===== config.mk =====
export PLATFORM = sky130hd
export DESIGN_NAME = spff_div
export DESIGN_NICKNAME = d
export VERILOG_FILES = /design/src/sv/spff_pkg.sv /design/src/sv/spff_div.sv
export SDC_FILE = /design/constraint.sdc
export NUM_CORES = 1
export LEC_CHECK = 0
export BUFFER_PORTS_ARGS = -buffer_cell sky130_fd_sc_hd__buf_2
export CAP_MARGIN = 20
export CELL_PAD_IN_SITES_DETAIL_PLACEMENT = 1
export CELL_PAD_IN_SITES_GLOBAL_PLACEMENT = 1
export CORE_ASPECT_RATIO = 0.5
export CORE_MARGIN = 8
export CORE_UTILIZATION = 48
export CTS_CLUSTER_SIZE = 14
export DETAILED_ROUTE_END_ITERATION = 10
export PLACE_DENSITY_LB_ADDON = 0.1
export SYNTH_ARGS = -nofsm -noshare
export SYNTH_HDL_FRONTEND = slang
export SYNTH_SLANG_ARGS = --single-unit

===== constraint.sdc =====
create_clock -name clk -period 7.65 [get_ports clk]
set_input_delay 0.765 -clock clk [delete_from_list [all_inputs] [get_ports clk]]
set_output_delay 0.765 -clock clk [all_outputs]
set_load 0.01 [all_outputs]

===== src/sv/spff_pkg.sv =====
package spff_pkg;

  localparam int unsigned DATA_W = 16;
  localparam int unsigned MAX_VALUE_DEFAULT = 65536;
  localparam int unsigned TABLE_CAP = 65536;

endpackage


===== src/sv/spff_div.sv =====
module spff_div #(
  parameter int unsigned W = spff_pkg::DATA_W
) (
  input  logic         clk,
  input  logic         rst,
  input  logic         go,
  input  logic [W-1:0] dividend,
  input  logic [W-1:0] divisor,
  output logic         done,
  output logic [W-1:0] quotient
);

  localparam int unsigned CNT_W = $clog2(W + 1);

  logic             running;
  logic [CNT_W-1:0] count;
  logic [W-1:0]     acc;
  logic [W-1:0]     quo;
  logic [W-1:0]     dsr;
  logic [W:0]       shifted;
  logic             fits;
  logic [W-1:0]     acc_next;
  logic [W-1:0]     quo_next;

  always_comb begin
    shifted  = {acc, quo[W-1]};
    fits     = (shifted >= {1'b0, dsr});
    acc_next = fits ? W'(shifted - {1'b0, dsr}) : shifted[W-1:0];
    quo_next = {quo[W-2:0], fits};
  end

  always_ff @(posedge clk) begin
    if (rst) begin
      running <= 1'b0;
      done    <= 1'b0;
      count   <= '0;
    end else begin
      done <= 1'b0;
      if (go) begin
        running <= 1'b1;
        count   <= '0;
        acc     <= '0;
        quo     <= dividend;
        dsr     <= divisor;
      end else if (running) begin
        acc   <= acc_next;
        quo   <= quo_next;
        count <= CNT_W'(count + 1'b1);
        if (count == CNT_W'(W - 1)) begin
          running <= 1'b0;
          done    <= 1'b1;
        end
      end
    end
  end

  assign quotient = quo;

endmodule

==> results of run 1 <==
flip-flops by register name, indices dropped and copies added, names as in the netlist:
signal / cells
acc: 16
count: 5
done: 1
dsr: 16
quotient: 16
running: 1
metal layers:
layer / wire length, um / global-route usage, % / vias to the layer above
met5: 0 / 0 / -
met4: 49 / 2.93 / 0
met3: 498 / 6.41 / 7
met2: 3460 / 27.3 / 40
met1: 3180 / 19.0 / 1074
li1: - / - / 1064
power breakdown:
part           internal, mW  switching, mW  leakage [nW]
clock                 0.123          0.112        0.0734
combinational        0.0906          0.115         0.902
sequential            0.355         0.0119         0.516
worst min path at each step:
| stage | endpoint | cells after the start | slack, ps | start |
|---|---|---|---|---|
| after floorplan | count[4] | 2 | 460 | count[4] |
| after global placement | count[4] | 2 | 470 | count[4] |
| after detailed placement | count[3] | 2 | 510 | count[3] |
| after CTS | count[4] | 2 | 520 | count[4] |
| after global routing | count[4] | 2 | 560 | count[4] |
| final | count[4] | 2 | 530 | count[4] |
metrics by stage:
stage,hold slack (ps),worst slack (ps),util (%),cell area [um^2]
finish,526,4500,58.4,3590
floorplan,456,4490,-,3110
global route,565,4290,58.4,3590
detailed placement,506,4520,55.9,3440
global placement,467,4680,55.9,3440
CTS,522,4490,58.4,3590
cell type report:
class                           count  area share [%]
Clock buffer                        5            3.48
Clock inverter                      3           0.662
Inverter                           22            2.30
Multi-Input combinational cell    179            38.7
Sequential cell                    55            44.0
Tap cell                           88            3.07
Timing Repair Buffer               54            7.73
Yosys cell counts, drive strengths merged (8+ instances only):
cell type and n:
a21oi 15, edfxtp 48, ha 18, inv 22, mux2 15, mux2i 12, nand2 14, nor2 30
o21ai 11, xnor2 8
logic make-up (layout without fill, tap and decap cells):
kind of cell / Yosys count / in the layout / synth area share (%)
AO/OA/AOI/OAI: 54 / 54 / 13.2
XOR/XNOR: 15 / 15 / 4.22
adder cells (fa/ha/maj): 19 / 19 / 7.88
buffers and inverters: 32 / 84 / 4.58
flip-flops: 55 / 55 / 50.8
multiplexers: 27 / 27 / 9.28
AND/OR/NAND/NOR: 64 / 64 / 10.0
worst reg2reg max path, cell delays in order, from the launching register on:
cell and delay (ps):
edfxtp_1 410, ha_1 450, a21oi_4 210, o21ai_2 100, nor4_4 240, a21oi_2 110, a2111oi_4 670, buf_4 390
mux2i_1 250, nor2_1 60
==> flow_metrics.env, run 1 <==
export IMPL_seq_area_um2=1580
export IMPL_yosysTopAreaCellShare_pct=46.3
export IMPL_synth_area_leaders="edfxtp_1 46%, ha_1 7.2%, mux2_2 5.4%"
export IMPL_clk_latency_ps=300
export IMPL_first_global_vias=2438
export IMPL_core_area_um2=6160
export IMPL_antenna_found_initial=0
export IMPL_die_y_um=72.9
export IMPL_slowest_stage="a2111oi_4"
export IMPL_drv_cap=0
export IMPL_dp_cells=398
export IMPL_path_class="reg -> reg"
export IMPL_fillCellCount=689
export IMPL_synth_edff_count=48
export IMPL_grt_usage_pct=16.0
export IMPL_firstDrtPassIters=4
export IMPL_post_cts_resized=0
export IMPL_diodes=0
export IMPL_rows=20
export IMPL_io_pins=52
export IMPL_seq_area_frac_synth_pct=50.8
export IMPL_period_share_pct=41.2
export IMPL_clock_skew_ps=6.74
export IMPL_reg2reg_to="acc[5]"
export IMPL_leakagePower_nw=1.49
export IMPL_die_w_um=130
export IMPL_rsz0062_at_grt="no"
export IMPL_drtIter0Drc=77
export IMPL_cts_root_buf="clkbuf_16"
export IMPL_synthDistinctLibCells=48
export IMPL_numCtsBuffers=5
export IMPL_status="finished, final reports clean"
export IMPL_drt_wl_total_mm=7.19
export IMPL_ant_nets=0
export IMPL_hp_class="reg -> reg"
export IMPL_ys_warn_count=0
export IMPL_cp_top_family="compound AO/OA/AOI/OAI gates"
export IMPL_hold_viol_final=0
export IMPL_start_util_pct=50.6
export IMPL_drive_gt1_share_pct=29.6
export IMPL_endpoint="acc[5]"
export IMPL_pwr_density_cell_nw_per_um2=225
export IMPL_post_cts_buffers=0
export IMPL_wire_per_inst_um=17.7
export IMPL_overflow=0
export IMPL_vias=2185
export IMPL_grt_first_pass_wirelength_mm=11.9
export IMPL_syn_to_final_growth_pct=15.4
export IMPL_io_buffers=51
export IMPL_avgSynthCellArea_um2=11.7
export IMPL_layout_common_cells="51 x buf_2, 48 x edfxtp_1, 29 x nor2_1"
export IMPL_clkSinkCount=55
export IMPL_startpoint="acc[11]"
export IMPL_path_cells="ha_1 -> a21oi_4 -> o21ai_2 -> nor4_4 -> a21oi_2 -> a2111oi_4 -> buf_4 -> mux2i_1 -> nor2_1"
export IMPL_drc=0
export IMPL_rr_worst_depth=9
export IMPL_htreeDepth=2
export IMPL_cp_depth=9
export IMPL_final_min_clock_period_ps=3150
export IMPL_final_cells=406
export IMPL_slew_headroom_pct=52.5
export IMPL_vdd_drop_max_uv=90.5
export IMPL_worstPathArrival_ps=3180
export IMPL_syn_area_um2=3110
export IMPL_yosysTopAreaCell="edfxtp_1"
export IMPL_viasPerCell=5.38
export IMPL_total_power_mw=0.808
export IMPL_yosys_register_bits=55
export IMPL_cts_hold_repair_buffers=0
export IMPL_syn_num_nets=320
export IMPL_grt_max_degree=34
export IMPL_path_max_fanout=13
export IMPL_required_ps=7680
export IMPL_cp_slowest_stage_delay_ps=670
export IMPL_place_detailed_hpwl_mm=5.33
export IMPL_start_kind="flop"
export IMPL_finalSetupViolCount=0
export IMPL_die_area_um2=9470
export IMPL_clk_pin_slew_ps=80
export IMPL_tightestPinTransition_ps=712
export IMPL_cp_end_kind="flop"
export IMPL_crit_reg2reg_launch="acc[11]"
export IMPL_synth_ff_type="edfxtp_1"
export IMPL_synth_async_reset_ratio_pct=0
export IMPL_clock_path_buffers=2
export IMPL_routabilityCongestion=0.805
export IMPL_layout_nets=371
export IMPL_crit_buf_inv=1
export IMPL_postSynthCellCount=266
export IMPL_rrSetupSlack_ps=4500
export IMPL_final_common_cell="buf_2"
export IMPL_final_max_slew_violation_count=0
export IMPL_fmax_mhz=317
export IMPL_finalSetupTns_ps=0
export IMPL_cts_tree="done"
export IMPL_multi_input_area_um2=1390
No activity file was read; power rests on OpenSTA's default activity.
==> inputs of run 2 (changes only) <==
Settings changed: CORE_UTILIZATION 48 to 40.
Clock period 7.65 ns to 2.85 ns, I/O delays scaled along.
==> flow_metrics.env, run 2 (synthesized netlist as in run 1, its figures left out) <==
export IMPL_first_global_vias=2445
export IMPL_core_area_um2=7430
export IMPL_drive_gt1_share_pct=30.5
export IMPL_start_util_pct=41.9
export IMPL_path_cells="ha_1 -> a21oi_4 -> o21ai_2 -> nor4_4 -> a21oi_2 -> a2111oi_4 -> buf_12 -> mux2i_1 -> nor2_1"
export IMPL_p_sw_mw=0.657
export IMPL_leakagePower_nw=1.52
export IMPL_crit_buf_inv=1
export IMPL_hp_class="in -> reg"
export IMPL_cts_hold_repair_buffers=0
export IMPL_fmax_mhz=373
export IMPL_worstPathArrival_ps=2720
export IMPL_ant_nets=0
export IMPL_hold_viol_final=0
export IMPL_overflow=0
export IMPL_fillCellCount=811
export IMPL_cts_root_buf="clkbuf_16"
export IMPL_period_share_pct=94.0
export IMPL_slew_headroom_pct=72.3
export IMPL_antenna_found_initial=1
export IMPL_clock_skew_ps=8.42
export IMPL_drt_wl_total_mm=7.20
export IMPL_status="finished, final reports clean"
export IMPL_p_seq_share_pct=43.7
export IMPL_syn_to_final_growth_pct=17.6
export IMPL_path_class="reg -> reg"
export IMPL_clk_latency_ps=300
export IMPL_start_kind="flop"
export IMPL_final_max_slew_violation_count=0
export IMPL_layout_common_cells="51 x buf_2, 48 x edfxtp_1, 29 x nor2_1"
export IMPL_cp_end_kind="flop"
export IMPL_post_cts_buffers=0
export IMPL_firstDrtPassIters=4
export IMPL_die_y_um=78.4
export IMPL_finalSetupViolCount=0
export IMPL_layout_nets=374
export IMPL_die_w_um=141
export IMPL_io_buffers=51
export IMPL_power_share_clock_pct=31.3
export IMPL_path_max_fanout=22
export IMPL_io_pins=52
export IMPL_switching_share_pct=29.1
export IMPL_cp_top_family="compound AO/OA/AOI/OAI gates"
export IMPL_viasPerCell=5.24
export IMPL_die_area_um2=11000
export IMPL_numCtsBuffers=5
export IMPL_hp_start="divisor[12]"
export IMPL_final_min_clock_period_ps=2680
export IMPL_grt_max_degree=32
export IMPL_slowest_stage="ha_1"
export IMPL_utilization_pct=49.3
export IMPL_vdd_drop_max_uv=259
export IMPL_rsz0062_at_grt="no"
export IMPL_clk_pin_slew_ps=80
export IMPL_finalSetupTns_ps=0
export IMPL_post_cts_resized=0
export IMPL_grt_first_pass_wirelength_mm=12.2
export IMPL_routabilityCongestion=0.804
export IMPL_final_common_cell="buf_2"
export IMPL_drtIter0Drc=104
export IMPL_wire_per_inst_um=17.2
export IMPL_clock_path_buffers=2
export IMPL_startpoint="acc[11]"
export IMPL_holdWs_ps=154
export IMPL_htreeDepth=2
export IMPL_rows=22
export IMPL_place_detailed_hpwl_mm=5.35
export IMPL_drc=0
export IMPL_power_internal_mw=1.60
export IMPL_cts_tree="done"
export IMPL_required_ps=2890
export IMPL_total_power_mw=2.25
export IMPL_combPwrFrac_pct=25.0
export IMPL_cp_slowest_stage_delay_ps=450
export IMPL_drv_cap=0
export IMPL_pwr_density_cell_nw_per_um2=616
export IMPL_tightestPinTransition_ps=415
export IMPL_clkSinkCount=55
export IMPL_crit_reg2reg_launch="acc[11]"
export IMPL_grt_usage_pct=13.9
export IMPL_vias=2192
-- run 2: cell types whose count changed in the layout (fill, tap and decap cells not counted) --
cell,previous run,this run
clkbuf_16,5,6
clkinv_1,1,0
buf_4,3,5
clkinv_4,1,0
inv_6,0,1
buf_12,0,1
diode_2,0,1
-- run 2: per-stage QoR --
stage          instances  setup slack (ps)  instance area, um^2
3_3_place_gp         409               285                 3490
4_1_cts              417               170                 3660
3_5_place_dp         409               190                 3490
6_report             418               172                 3660
5_1_grt              417              42.3                 3660
2_1_floorplan        266               165                 3110
-- run 2: worst paths after layout --
path	end	slack, ps	depth (start not counted)
hold / removal	dsr[12]	150	1
setup / recovery	acc[9]	170	9
setup reg to reg	acc[9]	170	9
hold reg to reg	count[4]	490	2
-- run 2: layout make-up --
cell class / count / area [um^2] / share of cell area (%)
Sequential cell: 55 / 1580 / 43.2
Timing Repair Buffer: 57 / 313 / 8.54
Antenna cell: 1 / 2.50 / 0.0684
Clock buffer: 6 / 150 / 4.10
Inverter: 22 / 82.6 / 2.26
Tap cell: 96 / 120 / 3.28
Clock inverter: 2 / 20.0 / 0.547
Multi-Input combinational cell: 179 / 1390 / 38.0
-- run 2: power by group through the flow --
stage	clock, mW	combinational, mW	sequential, mW
after floorplan	0	0.421	1.00
after global placement	0	0.548	1.00
after detailed placement	0	0.566	1.00
after CTS	0.726	0.569	0.987
after global routing	0.754	0.629	0.994
final	0.705	0.563	0.986
-- run 2: worst register-to-register path, stage by stage, from the launching register on --
cell and delay, ps:
edfxtp_1 410, ha_1 450, a21oi_4 210, o21ai_2 90, nor4_4 240, a21oi_2 110
a2111oi_4 380, buf_12 240, mux2i_1 210, nor2_1 70
-- run 2: routing by layer --
metal / track usage (%) / wire, um / vias up
met5: 0 / 0 / -
met4: 3.30 / 65 / 0
met3: 5.97 / 510 / 8
met2: 22.3 / 3180 / 43
met1: 17.1 / 3450 / 1065
li1: - / - / 1076
